<file path="src/rtl/cfot_pkg.sv">
// Shared constants, types and tables of the cyclic-prefix CFO tracker.
`timescale 1ns / 1ps
package cfot_pkg;

    localparam int MAX_FFT_DEF     = 4096;
    localparam int MAX_PREFIX_DEF  = 1024;
    localparam int SAMPLE_BITS_DEF = 16;

    localparam int FFT_CFG_W   = 13;
    localparam int CP_CFG_W    = 11;
    localparam int SP_CFG_W    = 20;
    localparam int ALPHA_W     = 16;
    localparam int CFG_DATA_W  = 20;
    localparam int CFG_IDX_W   = 2;

    localparam int MIN_FFT     = 16;
    localparam int SP_MAX      = 960000;
    localparam int FREQ_W      = 28;
    localparam int FREQ_LIMIT  = 122880000;
    localparam int CODE_W      = 17;
    localparam int Z_W         = 17;
    localparam int ROT_W       = 33;
    localparam int NORM_BITS   = 30;
    localparam int STEP_W      = 4;
    localparam int LAST_STEP   = 15;
    localparam int HALF_PI     = 16384;
    localparam int FULL_PI     = 32768;
    localparam int Q_DEPTH     = 8;
    localparam int PIPE_SLOTS  = 4;

    typedef enum logic [CFG_IDX_W-1:0] {
        CFG_FFT_SIZE,
        CFG_CP_LENGTH,
        CFG_SPACING,
        CFG_ALPHA
    } t_cfg_idx;

    typedef enum logic [2:0] {
        BK_IDLE,
        BK_NORM,
        BK_ROT,
        BK_SCALE,
        BK_MUL_OLD,
        BK_MUL_NEW,
        BK_FINISH
    } t_bk_state;

    typedef struct packed {
        logic empty;
        logic room;
    } t_q_stat;

    typedef struct packed {
        logic pop;
        logic clr_filt;
        logic ld_abs;
        logic norm_shift;
        logic ld_rot;
        logic rot;
        logic ld_inst;
        logic mul_old;
        logic mul_new;
        logic emit;
    } t_bk_ctrl;

    function automatic int acc_width(input int sample_bits, input int max_prefix);
        int raw;
        raw = 2 * sample_bits + $clog2(max_prefix + 1) + 2;
        return (raw > 32) ? raw : 32;
    endfunction

    function automatic logic signed [Z_W-1:0] atan_step(input logic [STEP_W-1:0] i);
        logic signed [Z_W-1:0] v;
        case (i)
            4'd0:    v = Z_W'(8192);
            4'd1:    v = Z_W'(4836);
            4'd2:    v = Z_W'(2555);
            4'd3:    v = Z_W'(1297);
            4'd4:    v = Z_W'(651);
            4'd5:    v = Z_W'(326);
            4'd6:    v = Z_W'(163);
            4'd7:    v = Z_W'(81);
            4'd8:    v = Z_W'(41);
            4'd9:    v = Z_W'(20);
            4'd10:   v = Z_W'(10);
            4'd11:   v = Z_W'(5);
            4'd12:   v = Z_W'(3);
            4'd13:   v = Z_W'(1);
            4'd14:   v = Z_W'(1);
            default: v = Z_W'(0);
        endcase
        return v;
    endfunction

endpackage

</file>
<file path="src/rtl/cfot_fifo.sv">
// Short token queue between the correlation front and the estimate back.
`timescale 1ns / 1ps
module cfot_fifo #(
    parameter int WIDTH = 91,
    parameter int DEPTH = cfot_pkg::Q_DEPTH,
    parameter int SLOTS = cfot_pkg::PIPE_SLOTS
) (
    input  logic               i_clk,
    input  logic               i_rst_n,
    input  logic               i_push,
    input  logic [WIDTH-1:0]   i_data,
    input  logic               i_pop,
    output logic [WIDTH-1:0]   o_data,
    output cfot_pkg::t_q_stat  o_stat
);
    localparam int PW = (DEPTH > 1) ? $clog2(DEPTH) : 1;
    localparam int CW = $clog2(DEPTH + 1);

    logic [WIDTH-1:0] r_mem [DEPTH];
    logic [PW-1:0]    r_wr, r_rd;
    logic [CW-1:0]    r_cnt;
    logic             w_push, w_pop;

    assign w_push = i_push & (r_cnt != CW'(DEPTH));
    assign w_pop  = i_pop & (r_cnt != '0);

    always_ff @(posedge i_clk) begin
        if (!i_rst_n) begin
            r_wr  <= '0;
            r_rd  <= '0;
            r_cnt <= '0;
        end else begin
            if (w_push) begin
                r_wr <= (r_wr == PW'(DEPTH - 1)) ? '0 : r_wr + PW'(1);
            end
            if (w_pop) begin
                r_rd <= (r_rd == PW'(DEPTH - 1)) ? '0 : r_rd + PW'(1);
            end
            if (w_push && !w_pop) begin
                r_cnt <= r_cnt + CW'(1);
            end else if (w_pop && !w_push) begin
                r_cnt <= r_cnt - CW'(1);
            end
        end
    end

    always_ff @(posedge i_clk) begin
        if (w_push) begin
            r_mem[r_wr] <= i_data;
        end
    end

    assign o_data       = r_mem[r_rd];
    assign o_stat.empty = (r_cnt == '0);
    assign o_stat.room  = (r_cnt <= CW'(DEPTH - SLOTS));
endmodule

</file>
<file path="config.mk">
export PLATFORM = sky130hd
export DESIGN_NAME = cfot_fifo
export DESIGN_NICKNAME = d
export VERILOG_FILES = /design/src/rtl/cfot_pkg.sv /design/src/rtl/cfot_fifo.sv
export SDC_FILE = /design/constraint.sdc
export NUM_CORES = 1
export LEC_CHECK = 0
export BUFFER_PORTS_ARGS = -buffer_cell sky130_fd_sc_hd__buf_4
export CORE_AREA = 4 4 274 276
export DETAILED_ROUTE_END_ITERATION = 10
export DIE_AREA = 0 0 278 280
export PLACE_DENSITY_LB_ADDON = 0.08
export SLEW_MARGIN = 25
export SYNTH_ARGS = -nofsm -noshare
export SYNTH_HDL_FRONTEND = slang
export SYNTH_SLANG_ARGS = --single-unit
</file>
<file path="constraint.sdc">
create_clock -name i_clk -period 19.5 [get_ports i_clk]
set_input_delay 3.9 -clock i_clk [delete_from_list [all_inputs] [get_ports i_clk]]
set_output_delay 3.9 -clock i_clk [all_outputs]
set_load 0.01 [all_outputs]
</file>
# Word level (Yosys, flattened, before mapping)

Memories as Yosys holds them, arrays and structs flattened. A register that Yosys moved wholly into a read port is not among the register bits.
Cells that the tools add are included.

Bits in registers: 10
Bits in writable memories: 728
Bits of input ports: 95
Output and inout bits: 93
Logic and storage cells: 29
Memories: 1

Memory list:

| name  | depth | bits a word | rd ports | clocked after Yosys merged registers in | write ports | RTL line        | text |
|---|---|---|---|---|---|---|---|
| r_mem | 8     | 91          | 1        | 1                                       | 1           | cfot_fifo.sv:19 | `logic [WIDTH-1:0] r_mem [DEPTH];` |

Add/sub/neg operators: 4
Magnitude comparators: 1
Eq/ne operators: 3
Multiplexer cells: 8
Bitwise logic cells: 2
Reduce and logical (&&, ||, !) cells: 7

Operator list:

| kind                                                            | number |
|---|---|
| two-way mux 3 bit                                               | 4 |
| two-way mux 4 bit                                               | 2 |
| adder 3 x 1 -> 3 bit (second input constant)                    | 2 |
| == test 3 bit (second input constant)                           | 2 |
| adder 4 x 1 -> 4 bit (second input constant)                    | 1 |
| less-or-equal comparator 4 x 3 -> 1 bit (second input constant) | 1 |
| zero test 4 bit                                                 | 1 |
| != test 4 bit (second input constant)                           | 1 |
| nonzero test 4 bit                                              | 1 |
| subtractor 4 x 1 -> 4 bit (second input constant)               | 1 |
| AND 1 bit                                                       | 2 |
| logical AND 1 bit                                               | 2 |
| zero test 1 bit                                                 | 2 |
| two-way mux 1 bit                                               | 2 |
| nonzero test 2 bit                                              | 1 |

# Logic depth before layout (Yosys ltp)

Depth after elaboration: 6
Gate-level depth with buffers: 10
Depth with buffers taken out: 10

# Worst setup path before layout

No wires, ideal clock.

Path kind: in2reg
Start: input port i_push
End: memory r_mem[0][0] (enable)
Library setup time: 0.764 ns
Arrival time: 12.601 ns
Data required time: 18.736 ns
Path slack: 6.135 ns
Cell stages on the path: 2
Buffers on the path: 0
Path through: o41ai_4 nor4_1

Longest elaborated chain between the ends: 3

RTL lines:

| what                                    | RTL line        | text |
|---|---|---|
| start, declared                         | cfot_fifo.sv:10 | `input logic i_push,` |
| AND 1 bit                               | cfot_fifo.sv:24 | `assign w_push = i_push & (r_cnt != CW'(DEPTH));` |
| two-way mux 1 bit                       | cfot_fifo.sv:48 | `if (w_push) begin` |
| two-way mux 1 bit (implied by the code) | cfot_fifo.sv:49 | `r_mem[r_wr] <= i_data;` |
| end, declared                           | cfot_fifo.sv:19 |  |

No other way between the ends.

==> metrics.cfg <==
[status]
status = complete, no violations

[critical_path]
crit_top_cell = buf_4
crit_arrival_ns = 3.98
r2r_slack_ns = 15.76
startpoint_type = flop
r2r_cells = 6
crit_type = flop to primary output
crit_cells = 6
cp_slowest_cell = buf_4
cp_data_required_time_ns = 15.60
path_cells = buf_16 > buf_4 > buf_4 > mux4_1 > mux2_2 > buf_4
crit_path_end_kind = primary output
max_stage_delay_ns = 0.80
worst-path-max-fanout = 62
crit_family = buffers and inverters
critPathBufInv = 4

[timing]
final_max_slew_viol_count = 0
setup_tns_ns = 0
grt_setup_unrepaired = false
skew_ns = 0.0205
slew_headroom_pct = 28.5
tightest_slew_ns = 1.07
max_freq_mhz = 127
hold_viol = 0
fin_crit_ns = 7.88
setup_viol = 0
finalCritPeriodShare_pct = 40.4

[power_and_ir_drop]
p_switching_w = 0.000985
p_int_w = 0.00308
leakagePower_nw = 11.1
pwr-share-seq_pct = 46.5
ir_drop_uv = 78.5
switching_share_pct = 24.2
power_frac_clock_pct = 35.8
powerDensity_mw_per_mm2 = 120
p_comb_share_pct = 17.7

[yosys]
netlist_area_sq_mm = 0.0289
ys_top_cells_by_area = edfxtp_1 76%, mux4_1 16%, mux2_2 3.5%, clkbuf_8 1.1%, dfxtp_1 0.90%
yosysTopAreaCellShare_pct = 75.5
synth.yosys.warnings = 0
synth_nets = 1230
yosysSeqAreaShare_pct = 76.4
yosys.area.top_type = edfxtp_1
ys_types = 31
syn_inst = 1127
avgSynthCellArea_sq_um = 25.7
ys_ff_latch = 741

[placement]
io_buffers = 187
dp_hpwl_mm = 31.5
placedCellCount = 2245
dpl-instance-area_sq_mm = 0.0312
place.gp.congestion = 0.663

[die]
ios = 188
die-height_um = 280
start_util_pct = 39.9
die-width_um = 278
core_area_sq_mm = 0.0726
std_cell_rows = 99
dieArea_sq_mm = 0.0778

[grt]
grt_max_degree = 131
grt_overflow = 0
grt_pass1_wl_mm = 88.7
track_usage_pct = 15.4
antenna_found_initial = 8
grt_pass1_vias = 13100

[finish]
finalNonFillerCells = 2399
layout.nets = 1473
register_area_sq_mm = 0.0221
design_area_sq_mm = 0.0338
fillers = 6074
area_delta_synth_final_pct = 16.7
final_util_pct = 46.5
multiInputGateArea_sq_mm = 0.00625
drive_gt1_share_pct = 30.4
mostFrequentLayoutCell = edfxtp_1
final_cell_mix = 728 x edfxtp_1, 210 x buf_4, 171 x mux4_1, 91 x mux2_2, 83 x clkbuf_16

[clock_tree]
postCtsHoldBufs = 0
cts_tree = done
htreeDepth = 3
cts.sinks = 741
cts_root_buf = clkbuf_16
clock_latency_ns = 0.61
clk_pin_slew_ns = 0.06
ctsResizeCount = 0
cts_made_buffers = 82
cts_max_path_buffers = 3
cts_setup_buffers = 0

[drt]
antenna_left = 0
vias_per_cell = 5.18
dr.pass1.iters = 5
drt-total-wl_mm = 60.7
drtIter0Drc = 827
wire_per_inst_um = 25.3
num_vias = 12400
drc_errors = 0

[flow_run]
drv_cap = 0

[hold_path]
hold_class = flop to flop
hold_depth = 2

==> worst register-to-register path, stage by stage, from the launching register on <==
cell,delay [ns]
dfxtp_1,0.57
o41ai_4,0.24
inv_1,0.17
nand2_1,0.23
nor2_4,0.81
buf_4,0.61
buf_4,0.70
==> cell type report <==
cell class                      instances  share of cell area [%]
Antenna cell                            5                  0.0370
Sequential cell                       741                    65.5
Clock buffer                          107                    6.47
Clock inverter                         42                    1.08
Inverter                                3                  0.0333
Tap cell                              959                    3.55
Multi-Input combinational cell        330                    18.5
Timing Repair Buffer                  212                    4.81
==> power by group through the flow <==
stage               combinational [W]  clock (W)  sequential (W)
floorplan                    0.000497          0         0.00191
finish                       0.000718    0.00146         0.00189
CTS                          0.000743    0.00151         0.00189
global placement             0.000729          0         0.00193
global route                 0.000775    0.00158         0.00190
detailed placement           0.000740          0         0.00192
==> sequential cells by signal, indices dropped and copies added, names as in the netlist, named ones only <==
| signal | count |
|---|---|
| r_rd | 3 |
| r_mem | 728 |
| r_wr | 3 |
| r_cnt | 4 |
==> Yosys cell counts, drive strengths merged <==
cell type and instances:
o21a 1, mux2 91, ha 7, xnor2 2, nand3 1, a31oi 1, mux2i 4, and2 2
nor3 5, inv 3, clkbuf 28, o41ai 2, o21ai 1, buf 25, a21boi 3, a21oi 2
nor2 5, mux4 182, nand2b 2, edfxtp 728, nor2b 4, fa 1, nand2 10, dfxtp 13
or3 1, a211oi 1, nor4 2
==> logic make-up after synthesis <==
logic type,Yosys count,share of synthesized area [%]
and+or+nand+nor,32,0.536
DFF,741,76.4
adders and majority gates,8,0.372
AOI/OAI and AO/OA,11,0.393
muxes,277,20.1
xor gates and xnor gates,2,0.0605
buffers and inverters,56,2.14
==> final timing paths <==
| kind | from | endpoint |
|---|---|---|
| worst max-delay path | flop | o_data[52] |
| worst min-delay path | r_rd[1]$_SDFFE_PN0P_ | flop |
| worst max register to register | r_cnt[1]$_SDFFE_PN0P_ | r_mem[7][43]$_DFFE_PP_ |
| worst min register to register | r_rd[1]$_SDFFE_PN0P_ | flop |
==> per-stage QoR <==
| stage | hold slack, ns | total power, W | setup slack [ns] |
|---|---|---|---|
| after floorplan | 0.505 | 0.00241 | 6.13 |
| after global placement | 0.527 | 0.00266 | 11.89 |
| after detailed placement | 0.534 | 0.00266 | 12.09 |
| after CTS | 0.545 | 0.00414 | 11.40 |
| after global routing | 0.569 | 0.00425 | 11.32 |
| final | 0.537 | 0.00406 | 11.62 |
==> layer usage <==
| layer | wire (um) | global-route usage, % | vias to the layer above |
|---|---|---|---|
| li1 | - | - | 5507 |
| met1 | 26900 | 20.9 | 6597 |
| met2 | 29800 | 25.4 | 229 |
| met3 | 2890 | 3.67 | 84 |
| met4 | 1090 | 4.07 | 6 |
| met5 | 46 | 0 | - |
Power figures use the tool's default switching activity.
