File: src/rtl/cfot_pkg.sv
// Shared constants, types and tables of the cyclic-prefix CFO tracker.
`timescale 1ns / 1ps
package cfot_pkg;

    localparam int MAX_FFT_DEF     = 4096;
    localparam int MAX_PREFIX_DEF  = 1024;
    localparam int SAMPLE_BITS_DEF = 16;

    localparam int FFT_CFG_W   = 13;
    localparam int CP_CFG_W    = 11;
    localparam int SP_CFG_W    = 20;
    localparam int ALPHA_W     = 16;
    localparam int CFG_DATA_W  = 20;
    localparam int CFG_IDX_W   = 2;

    localparam int MIN_FFT     = 16;
    localparam int SP_MAX      = 960000;
    localparam int FREQ_W      = 28;
    localparam int FREQ_LIMIT  = 122880000;
    localparam int CODE_W      = 17;
    localparam int Z_W         = 17;
    localparam int ROT_W       = 33;
    localparam int NORM_BITS   = 30;
    localparam int STEP_W      = 4;
    localparam int LAST_STEP   = 15;
    localparam int HALF_PI     = 16384;
    localparam int FULL_PI     = 32768;
    localparam int Q_DEPTH     = 8;
    localparam int PIPE_SLOTS  = 4;

    typedef enum logic [CFG_IDX_W-1:0] {
        CFG_FFT_SIZE,
        CFG_CP_LENGTH,
        CFG_SPACING,
        CFG_ALPHA
    } t_cfg_idx;

    typedef enum logic [2:0] {
        BK_IDLE,
        BK_NORM,
        BK_ROT,
        BK_SCALE,
        BK_MUL_OLD,
        BK_MUL_NEW,
        BK_FINISH
    } t_bk_state;

    typedef struct packed {
        logic empty;
        logic room;
    } t_q_stat;

    typedef struct packed {
        logic pop;
        logic clr_filt;
        logic ld_abs;
        logic norm_shift;
        logic ld_rot;
        logic rot;
        logic ld_inst;
        logic mul_old;
        logic mul_new;
        logic emit;
    } t_bk_ctrl;

    function automatic int acc_width(input int sample_bits, input int max_prefix);
        int raw;
        raw = 2 * sample_bits + $clog2(max_prefix + 1) + 2;
        return (raw > 32) ? raw : 32;
    endfunction

    function automatic logic signed [Z_W-1:0] atan_step(input logic [STEP_W-1:0] i);
        logic signed [Z_W-1:0] v;
        case (i)
            4'd0:    v = Z_W'(8192);
            4'd1:    v = Z_W'(4836);
            4'd2:    v = Z_W'(2555);
            4'd3:    v = Z_W'(1297);
            4'd4:    v = Z_W'(651);
            4'd5:    v = Z_W'(326);
            4'd6:    v = Z_W'(163);
            4'd7:    v = Z_W'(81);
            4'd8:    v = Z_W'(41);
            4'd9:    v = Z_W'(20);
            4'd10:   v = Z_W'(10);
            4'd11:   v = Z_W'(5);
            4'd12:   v = Z_W'(3);
            4'd13:   v = Z_W'(1);
            4'd14:   v = Z_W'(1);
            default: v = Z_W'(0);
        endcase
        return v;
    endfunction

endpackage

File: src/rtl/cfot_if.sv


interface cfot_out_if;
    logic                                valid;
    logic                                ready;
    logic signed [cfot_pkg::FREQ_W-1:0]  freq_estimate;
    logic                                was_first;

    modport source (output valid, output freq_estimate, output was_first, input ready);
    modport sink (input valid, input freq_estimate, input was_first, output ready);
endinterface

File: src/rtl/cfot_back.sv
// Back part: CORDIC angle, frequency scaling, exponential averaging and output beat.
`timescale 1ns / 1ps
module cfot_back #(
    parameter int ACC_W = 45
) (
    input  logic                              i_clk,
    input  logic                              i_rst_n,
    input  logic [2*ACC_W:0]                  i_tok_data,
    input  cfot_pkg::t_q_stat                 i_stat,
    output logic                              o_pop,
    input  logic [cfot_pkg::SP_CFG_W-1:0]     i_spacing,
    input  logic [cfot_pkg::ALPHA_W-1:0]      i_alpha,
    cfot_out_if.source                        o_out
);
    localparam int FW  = cfot_pkg::FREQ_W;
    localparam int ZW  = cfot_pkg::Z_W;
    localparam int RW  = cfot_pkg::ROT_W;
    localparam int NB  = cfot_pkg::NORM_BITS;
    localparam int CW  = cfot_pkg::CODE_W;
    localparam int SW  = cfot_pkg::SP_CFG_W;
    localparam int AWT = cfot_pkg::ALPHA_W;
    localparam int PAW = AWT + 1 + FW;
    localparam int PBW = AWT + 2 + FW;
    localparam int SPW = CW + SW + 1;

    cfot_pkg::t_bk_state r_state, n_state;
    cfot_pkg::t_bk_ctrl  w_ctl;

    logic                    w_tok_clr, w_big, w_out_free;
    logic signed [ACC_W-1:0] w_tok_re, w_tok_im;
    logic [ACC_W-1:0]        r_ax, r_ay;
    logic                    r_x_neg, r_y_neg;
    logic signed [RW-1:0]    r_cx, r_cy, w_dx, w_dy;
    logic signed [ZW-1:0]    r_z, w_zc;
    logic [cfot_pkg::STEP_W-1:0] r_it;
    logic signed [CW-1:0]    w_code, w_zf;
    logic signed [SW:0]      w_sp;
    logic signed [SPW-1:0]   w_scaled;
    logic signed [FW-1:0]    r_inst, r_smooth, w_avg, w_next;
    logic                    r_started;
    logic signed [AWT:0]     w_alpha;
    logic signed [AWT+1:0]   w_weight;
    logic signed [PAW-1:0]   r_prod_a;
    logic signed [PBW-1:0]   r_prod_b, w_psum;
    logic                    r_out_vld, r_out_first;
    logic signed [FW-1:0]    r_out_freq;

    assign w_tok_clr  = i_tok_data[2*ACC_W];
    assign w_tok_re   = $signed(i_tok_data[2*ACC_W-1:ACC_W]);
    assign w_tok_im   = $signed(i_tok_data[ACC_W-1:0]);
    assign w_big      = (|r_ax[ACC_W-1:NB]) | (|r_ay[ACC_W-1:NB]);
    assign w_out_free = ~r_out_vld | o_out.ready;

    always_comb begin
        n_state = r_state;
        case (r_state)
            cfot_pkg::BK_IDLE: begin
                if (!i_stat.empty && !w_tok_clr) begin
                    n_state = cfot_pkg::BK_NORM;
                end
            end
            cfot_pkg::BK_NORM: begin
                if (!w_big) begin
                    n_state = cfot_pkg::BK_ROT;
                end
            end
            cfot_pkg::BK_ROT: begin
                if (r_it == cfot_pkg::STEP_W'(cfot_pkg::LAST_STEP)) begin
                    n_state = cfot_pkg::BK_SCALE;
                end
            end
            cfot_pkg::BK_SCALE:   n_state = cfot_pkg::BK_MUL_OLD;
            cfot_pkg::BK_MUL_OLD: n_state = cfot_pkg::BK_MUL_NEW;
            cfot_pkg::BK_MUL_NEW: n_state = cfot_pkg::BK_FINISH;
            cfot_pkg::BK_FINISH: begin
                if (w_out_free) begin
                    n_state = cfot_pkg::BK_IDLE;
                end
            end
            default: n_state = cfot_pkg::BK_IDLE;
        endcase
    end

    always_comb begin
        w_ctl = '0;
        case (r_state)
            cfot_pkg::BK_IDLE: begin
                w_ctl.pop      = ~i_stat.empty;
                w_ctl.clr_filt = ~i_stat.empty & w_tok_clr;
                w_ctl.ld_abs   = ~i_stat.empty & ~w_tok_clr;
            end
            cfot_pkg::BK_NORM: begin
                w_ctl.norm_shift = w_big;
                w_ctl.ld_rot     = ~w_big;
            end
            cfot_pkg::BK_ROT:     w_ctl.rot     = 1'b1;
            cfot_pkg::BK_SCALE:   w_ctl.ld_inst = 1'b1;
            cfot_pkg::BK_MUL_OLD: w_ctl.mul_old = 1'b1;
            cfot_pkg::BK_MUL_NEW: w_ctl.mul_new = 1'b1;
            cfot_pkg::BK_FINISH:  w_ctl.emit    = w_out_free;
            default:              w_ctl         = '0;
        endcase
    end

    always_ff @(posedge i_clk) begin
        if (!i_rst_n) begin
            r_state <= cfot_pkg::BK_IDLE;
        end else begin
            r_state <= n_state;
        end
    end

    assign o_pop = w_ctl.pop;

    assign w_dx = r_cy >>> r_it;
    assign w_dy = r_cx >>> r_it;

    always_comb begin
        if (r_z < 0) begin
            w_zc = '0;
        end else if (r_z > ZW'(cfot_pkg::HALF_PI)) begin
            w_zc = ZW'(cfot_pkg::HALF_PI);
        end else begin
            w_zc = r_z;
        end
        w_zf     = r_x_neg ? (CW'(cfot_pkg::FULL_PI) - CW'(w_zc)) : CW'(w_zc);
        w_code   = r_y_neg ? -w_zf : w_zf;
        w_sp     = $signed({1'b0, i_spacing});
        w_scaled = w_code * w_sp;
        w_alpha  = $signed({1'b0, i_alpha});
        w_weight = $signed((AWT + 2)'(1 << AWT)) - (AWT + 2)'(w_alpha);
        w_psum   = PBW'(r_prod_a) + r_prod_b;
        w_avg    = FW'(w_psum >>> AWT);
        w_next   = r_started ? w_avg : r_inst;
    end

    always_ff @(posedge i_clk) begin
        if (w_ctl.ld_abs) begin
            r_x_neg <= w_tok_re[ACC_W-1];
            r_y_neg <= w_tok_im[ACC_W-1];
            r_ax    <= w_tok_re[ACC_W-1] ? ACC_W'(-w_tok_re) : ACC_W'(w_tok_re);
            r_ay    <= w_tok_im[ACC_W-1] ? ACC_W'(-w_tok_im) : ACC_W'(w_tok_im);
        end else if (w_ctl.norm_shift) begin
            r_ax <= r_ax >> 1;
            r_ay <= r_ay >> 1;
        end
        if (w_ctl.ld_rot) begin
            r_cx <= $signed({(RW - NB)'(0), r_ax[NB-1:0]});
            r_cy <= $signed({(RW - NB)'(0), r_ay[NB-1:0]});
            r_z  <= '0;
            r_it <= '0;
        end else if (w_ctl.rot) begin
            if (r_cy > 0) begin
                r_cx <= r_cx + w_dx;
                r_cy <= r_cy - w_dy;
                r_z  <= r_z + cfot_pkg::atan_step(r_it);
            end else if (r_cy < 0) begin
                r_cx <= r_cx - w_dx;
                r_cy <= r_cy + w_dy;
                r_z  <= r_z - cfot_pkg::atan_step(r_it);
            end
            r_it <= r_it + cfot_pkg::STEP_W'(1);
        end
        if (w_ctl.ld_inst) begin
            r_inst <= FW'(w_scaled >>> 8);
        end
        if (w_ctl.mul_old) begin
            r_prod_a <= w_alpha * r_smooth;
        end
        if (w_ctl.mul_new) begin
            r_prod_b <= w_weight * r_inst;
        end
        if (w_ctl.emit) begin
            r_out_freq  <= w_next;
            r_out_first <= ~r_started;
        end
    end

    always_ff @(posedge i_clk) begin
        if (!i_rst_n) begin
            r_smooth  <= '0;
            r_started <= 1'b0;
            r_out_vld <= 1'b0;
        end else begin
            if (w_ctl.clr_filt) begin
                r_smooth  <= '0;
                r_started <= 1'b0;
            end else if (w_ctl.emit) begin
                r_smooth  <= w_next;
                r_started <= 1'b1;
            end
            if (w_ctl.emit) begin
                r_out_vld <= 1'b1;
            end else if (o_out.ready) begin
                r_out_vld <= 1'b0;
            end
        end
    end

    assign o_out.valid         = r_out_vld;
    assign o_out.freq_estimate = r_out_freq;
    assign o_out.was_first     = r_out_first;
endmodule

File: src/flat_wrapper.sv
// flat-port wrapper written by rule: the top's interface ports become plain ports
module cfot_back_flat 
#(
    parameter int ACC_W = 45
)
  (i_clk, i_rst_n, i_tok_data, i_stat, o_pop, i_spacing, i_alpha, o_out_valid, o_out_freq_estimate, o_out_was_first, o_out_ready);
  cfot_out_if o_out_i ();
  input  logic i_clk;
  input  logic i_rst_n;
  input  logic [2*ACC_W:0] i_tok_data;
  input  cfot_pkg::t_q_stat i_stat;
  output logic o_pop;
  input  logic [cfot_pkg::SP_CFG_W-1:0] i_spacing;
  input  logic [cfot_pkg::ALPHA_W-1:0] i_alpha;
  output wire logic [$bits(o_out_i.valid)-1:0] o_out_valid;
  output wire logic [$bits(o_out_i.freq_estimate)-1:0] o_out_freq_estimate;
  output wire logic [$bits(o_out_i.was_first)-1:0] o_out_was_first;
  input wire logic [$bits(o_out_i.ready)-1:0] o_out_ready;
  assign o_out_valid = o_out_i.valid;
  assign o_out_freq_estimate = o_out_i.freq_estimate;
  assign o_out_was_first = o_out_i.was_first;
  assign o_out_i.ready = o_out_ready;
  cfot_back #(.ACC_W(ACC_W)) u_core (.i_clk(i_clk), .i_rst_n(i_rst_n), .i_tok_data(i_tok_data), .i_stat(i_stat), .o_pop(o_pop), .i_spacing(i_spacing), .i_alpha(i_alpha), .o_out(o_out_i));
endmodule
File: config.mk
export PLATFORM = sky130hd
export DESIGN_NAME = cfot_back_flat
export DESIGN_NICKNAME = d
export VERILOG_FILES = /design/src/rtl/cfot_pkg.sv /design/src/rtl/cfot_if.sv /design/src/rtl/cfot_back.sv /design/src/flat_wrapper.sv
export SDC_FILE = /design/constraint.sdc
export NUM_CORES = 2
export LEC_CHECK = 0
export BUFFER_PORTS_ARGS = -buffer_cell sky130_fd_sc_hd__buf_2
export CORE_ASPECT_RATIO = 0.75
export CORE_MARGIN = 5
export CORE_UTILIZATION = 47
export CTS_BUF_LIST = sky130_fd_sc_hd__clkbuf_16
export DETAILED_ROUTE_END_ITERATION = 8
export RECOVER_POWER = 100
export SLEW_MARGIN = 20
export SYNTH_ARGS = -nofsm -noshare
export SYNTH_HDL_FRONTEND = slang
export SYNTH_SLANG_ARGS = --single-unit
export TNS_END_PERCENT = 30
File: constraint.sdc
create_clock -name i_clk -period 22.7 [get_ports i_clk]
set_input_delay 1.135 -clock i_clk [delete_from_list [all_inputs] [get_ports i_clk]]
set_output_delay 1.135 -clock i_clk [all_outputs]
set_load 0.05 [all_outputs]
Word level (Yosys, flattened, before mapping)
Memories as Yosys holds them, arrays and structs flattened. A register that Yosys moved wholly into a read port is not among the register bits.
Cells that the tools add are included.
Storage, ports and cells
  register bits after elaboration: 357
  latch bits: 0
  bits in writable memories: 0
  ROM bits: 448
  bits of input ports: 132
  output and inout bits: 31
  word-level logic and storage cells: 125
  memories kept: 2
Memory list
  (name not given): depth 16, width 14, rd ports 1, clocked after memory_dff 1, write ports 0, RTL line cfot_pkg.sv:74  | case (i)
  (name not given): depth 16, width 14, rd ports 1, clocked after memory_dff 1, write ports 0, RTL line cfot_pkg.sv:74
Operators by class
  add/sub/neg operators: 13
  multiply operators: 3
  div/mod/pow operators: 0
  magnitude comparators: 4
  eq/ne operators: 11
  shift-type cells: 2
  multiplexer cells: 46
  bitwise gates (word level): 10
  reduce and logical (&&, ||, !) cells: 15
Operators by type and width (number)
  $mux 45: 6
  $mux 17: 13
  $mux 33: 4
  $mux 30: 4
  $neg 45->45: 2
  $add 33x33->33: 2
  $sshr 33x4->33: 2
  $sub 33x33->33: 2
  $add 44x44->44: 1
  $mul 17x28->44: 1
  $mul 18x28->44: 1
  $mul 17x21->36: 1
  $gt 33x1->1 const B: 1
  $lt 33x1->1 const B: 1
  $reduce_or 15->1: 2
  $mux 28: 1
  $pmux 3 s7: 1
  $sub 17x16->18 const A: 1
  $add 17x17->17: 1
  $gt 17x16->1 const B: 1
  $lt 17x1->1 const B: 1
  $neg 17->17: 1
  $sub 17x17->17: 1
  $sub 17x17->17 const A: 1
  22 further kinds: 52

Logic depth before layout (Yosys ltp)
  depth in word-level cells: 8
  gate-level depth with buffers: 44
  depth with buffers taken out: 40

Least setup slack after synthesis
OpenSTA, ideal clock, no wires.
  kind: register -> register
  start: register u_core.r_z[8]
  end: register u_core.r_inst[27] (data pin)
  setup time: 0.259 ns
  data arrival time: 9.800 ns
  required time: 22.441 ns
  setup slack: 12.640 ns
  cell stages (with the launch flop): 44
  buffers on the path: 5
  clock period less this slack: 10.060 ns
  path through: dfxtp_1 -> clkbuf_1 -> or4_1 -> or3_1 -> o21ai_1 -> and2_1 -> clkbuf_1 -> clkbuf_1 -> nand2_1 -> ha_1 -> nand2_1 -> o21a_1 -> ha_1 -> nand2b_1 -> xnor2_1 -> mux2_2 -> a31o_2 -> clkbuf_1 -> (+8 left out) -> fa_1 -> fa_1 -> inv_1 -> fa_1 -> inv_1 -> ha_1 -> a21oi_1 -> nor2b_1 -> o21ai_0 -> nand2_1 -> a21o_1 -> a221oi_1 -> o21ai_1 -> a31oi_1 -> o21ba_2 -> o2111ai_1 -> a21oi_1 -> xnor2_1
On the way
  longest elaborated chain between the ends: 8
  elaborated cells between the ends (all ways): 9
  those cells by class: 2 x add/sub; 1 x mul; 2 x order compare; 4 x mux
RTL lines
  from (decl): RTL line cfot_back.sv:34  | logic signed [ZW-1:0] r_z, w_zc;
  from (signal assigned): RTL line cfot_back.sv:156  | r_z <= r_z + cfot_pkg::atan_step(r_it);
  from (signal assigned): RTL line cfot_back.sv:160  | r_z <= r_z - cfot_pkg::atan_step(r_it);
  $gt 17x16->1: RTL line cfot_back.sv:121  | end else if (r_z > ZW'(cfot_pkg::HALF_PI)) begin
  $mux 17: RTL line cfot_back.sv:121
  $mux 17 *: RTL line cfot_back.sv:119  | if (r_z < 0) begin
  $sub 17x17->17: RTL line cfot_back.sv:126  | w_zf = r_x_neg ? (CW'(cfot_pkg::FULL_PI) - CW'(w_zc)) : CW'(w_zc);
  $mux 17 *: RTL line cfot_back.sv:126
  $neg 17->17: RTL line cfot_back.sv:127  | w_code = r_y_neg ? -w_zf : w_zf;
  $mux 17 *: RTL line cfot_back.sv:127
  $mul 17x21->36 *: RTL line cfot_back.sv:129  | w_scaled = w_code * w_sp;
  via u_core.w_scaled[35]: RTL line cfot_back.sv:38  | logic signed [SPW-1:0] w_scaled;
  to (signal assigned): RTL line cfot_back.sv:165  | r_inst <= FW'(w_scaled >>> 8);
  to (decl): RTL line cfot_back.sv:39  | logic signed [FW-1:0] r_inst, r_smooth, w_avg, w_next;
The timed path passes the listed nets; every way through them passes the cells marked *.
A chain may end at the register's enable or synchronous reset.

Worst setup path in the final report
  start: register u_core.r_z[0]
  end: register u_core.r_inst[27] (data pin)
The elaborated chain is that of the path after synthesis.

==> flow_summary.yaml <==
logic_synthesis:
  yosysWarningCount: 0
  synth.avg_cell_area_um2: 9.17
  synth_ff_type: "edfxtp_1"
  synthArstFlopShare_pct: 0
  synth_seq_cells: 371
  syn-num-nets: 9234
  synthCells: 7487
  post_synth_num_cell_types: 84
  synth_edf_count: 297
  synth_area_um2: 68600
  yosysSeqAreaShare_pct: 15.2
detailed_routing:
  vias_per_cell: 5.48
  drt_iter0_markers: 3862
  drc_errors: 0
  routedWlPerCell_um: 19.5
  drt-total-wl_mm: 183
  drtPass1Iterations: 6
  vias: 51547
  ant_nets: 0
floorplanning:
  die_x_um: 451
  coreArea_um2: 145000
  start_util_pct: 47.3
  ios: 163
  die_y_um: 341
  num_rows: 121
  die_area_um2: 154000
clock_tree:
  cts_root_buf: "clkbuf_16"
  clk_path_buf_depth: 3
  clock_sinks: 371
  clk_pin_slew_ns: 0.06
  cts-resized-gates: 0
  cts_hold_buf: 0
  cts_tree: "done"
  cts-htree-levels: 2
  insertion_delay_ns: 0.66
  numCtsBuffers: 46
  post-cts-setup-buffers: 0
global_route:
  grt-ovfl-total: 0
  grt_pass1_vias: 52940
  grt_usage_pct: 24.1
  grt_max_degree: 97
  antenna_found_initial: 5
  grt_pass1_wl_mm: 296
worst_setup_path:
  path_delay_family: "adder cells"
  reg2reg_depth: 38
  r2r_end: "u_core.r_inst[27]"
  arrival_ns: 13.02
  cp-start-kind: "register"
  crit_slowest_cell: "and2_0"
  cp_common_cell: "fa_1"
  rrSetupSlack_ns: 10.04
  cp.required_ns: 23.06
  crit_type: "register to register"
  worst_setup_path_end_kind: "register"
  worst_path_largest_cell_delay_ns: 1.32
  cp_max_fo: 31
  cp_num_buf_inv: 5
  rr_startpoint: "u_core.r_z[0]"
min_path:
  hold_end: "u_core.r_smooth[27]"
  hold_path_depth: 2
  hp-start: "u_core.r_smooth[27]"
  min_path_type: "register to register"
timing:
  hold_violations: 0
  slew_headroom_pct: -150
  fmax_ghz: 0.0790
  worst_pin_slew_ns: 3.74
  slew_violations: 1008
  clock_skew_ns: 0.0377
  setup_viol: 0
  min_period_ns: 12.66
  fin_tns_setup_ns: 0
  finalCritPeriodShare_pct: 55.8
  rsz0062_at_grt: "no"
finish:
  area.growth.synth_to_final_pct: 6.21
  layout_commonest_cell: "inv_1"
  n_fill_cell: 13655
  fin_util_pct: 50.2
  nets: 9200
  final_cell_mix: "1341 x inv_1, 1148 x fa_1, 1114 x nand2_1"
  drive_above_1_share_pct: 6.06
power_and_ir_drop:
  cellLeakagePower_nw: 32.9
  peakVddDrop_mv: 0.103
  power_density_nw_per_um2: 59.0
placed_design:
  place_congestion: 0.894
  numPortBuffers: 161
  dp_hpwl_mm: 140
outcome:
  violations: "capacitance limit, slew limit"
  status: "complete, but fails checks"
job:
  drv_cap: 20
[layer usage]
layer / share of wire, % / routed length, µm / GRT usage [%]
met5: 0.022 / 40 / 0
met4: 2.1 / 3840 / 5.06
met3: 7.9 / 14400 / 4.15
met2: 42 / 77200 / 35.5
met1: 48 / 87400 / 37.1
[sequential cells by signal, summed over array words and instances, names as in the netlist, 4 cells and up, named ones only]
name                        count
u_core.o_out.freq_estimate     28
u_core.r_ax                    45
u_core.r_smooth                28
u_core.r_it                     4
u_core.r_ay                    45
u_core.r_z                     17
u_core.r_cx                    33
u_core.r_inst                  28
u_core.r_prod_b                44
u_core.r_prod_a                44
u_core.r_cy                    33
[where the power goes]
part / internal, mW / leakage (nW) / switching, mW / total, mW
combinational: 1.08 / 28.9 / 1.52 / 2.60
sequential: 0.893 / 3.17 / 0.0121 / 0.905
clock: 0.467 / 0.787 / 0.331 / 0.798
total: 2.44 / 32.9 / 1.86 / 4.30
[worst min-delay path, cell delays in order (launching register included)]
cell,delay (ns)
dfxtp_1,0.31
nand2_1,0.05
o2bb2ai_1,0.06
[how the worst max path moves through the flow]
stage	startpoint	to	slack (ns)	cells past startpoint
floorplan	u_core.r_z[8]	u_core.r_inst[27]	12.64	43
global placement	u_core.r_z[0]	u_core.r_inst[27]	11.02	38
detailed placement	u_core.r_z[0]	u_core.r_inst[27]	10.98	38
CTS	u_core.r_z[0]	u_core.r_inst[27]	10.93	38
global route	u_core.r_z[0]	u_core.r_inst[27]	9.06	38
finish	u_core.r_z[0]	u_core.r_inst[27]	10.04	38
[stage by stage]
stage | setup WS (ns) | cell area, µm² | hold slack [ns] | power [mW] | std cells
finish | 10.04 | 72900 | 0.477 | 4.30 | 9401
global route | 9.06 | 72900 | 0.505 | 4.68 | 9397
CTS | 10.93 | 73100 | 0.475 | 4.31 | 9397
detailed placement | 10.98 | 71400 | 0.467 | 3.49 | 9311
global placement | 11.02 | 71400 | 0.446 | 3.44 | 9311
floorplan | 12.64 | 68600 | 0.475 | 2.86 | 7487
[Yosys cell counts, types with 6 or more instances]
cell	instances	area share, %
mux4_2	83	2.7
buf_2	11	0.080
nand4_1	29	0.26
mux2i_1	33	0.48
o21ai_1	9	0.066
nand3_1	66	0.48
a21o_1	82	0.90
inv_1	1341	7.3
fa_1	1148	33
xnor2_1	212	2.7
a31oi_1	26	0.24
nand2b_1	53	0.48
nand2_1	1115	6.1
a211o_1	7	0.089
a21oi_1	250	1.8
and2_1	517	4.7
and3_1	41	0.37
or3_1	31	0.28
nor4_1	41	0.37
clkbuf_1	304	1.7
a211oi_1	27	0.30
dfxtp_1	74	2.2
o21a_1	43	0.47
o21ai_0	296	2.2
a31o_2	7	0.089
nor2_1	234	1.3
o31ai_1	56	0.61
o41ai_1	14	0.18
a21boi_0	13	0.14
nor3b_1	9	0.098
or4_1	24	0.26
o311ai_0	6	0.077
xor2_1	185	2.4
nor2b_1	45	0.41
a41oi_1	6	0.077
o21bai_1	25	0.27
ha_1	467	8.5
buf_1	20	0.11
nor3_1	65	0.47
edfxtp_1	297	13
or2_2	26	0.24
o2111ai_1	7	0.089
o211ai_1	19	0.21
mux2_2	37	0.61
[area by class of cell]
| type | count | area, µm² | area share (%) |
|---|---|---|---|
| Clock inverter | 40 | 469 | 0.644 |
| Clock buffer | 46 | 1150 | 1.58 |
| Tap cell | 1906 | 2380 | 3.27 |
| Timing Repair Buffer | 257 | 1420 | 1.95 |
| Sequential cell | 371 | 10400 | 14.3 |
| Antenna cell | 4 | 10.0 | 0.0137 |
| Inverter | 1343 | 5040 | 6.92 |
| Multi-Input combinational cell | 5434 | 52000 | 71.3 |
[cells by family after synthesis]
logic type,synth area share [%]
DFF,15.2
buffers and inverters,9.25
AOI/OAI and AO/OA,8.50
and+or+nand+nor,16.2
adders and majority gates,42.0
xor gates and xnor gates,5.07
muxes,3.81
Power figures use the tool's default switching activity.
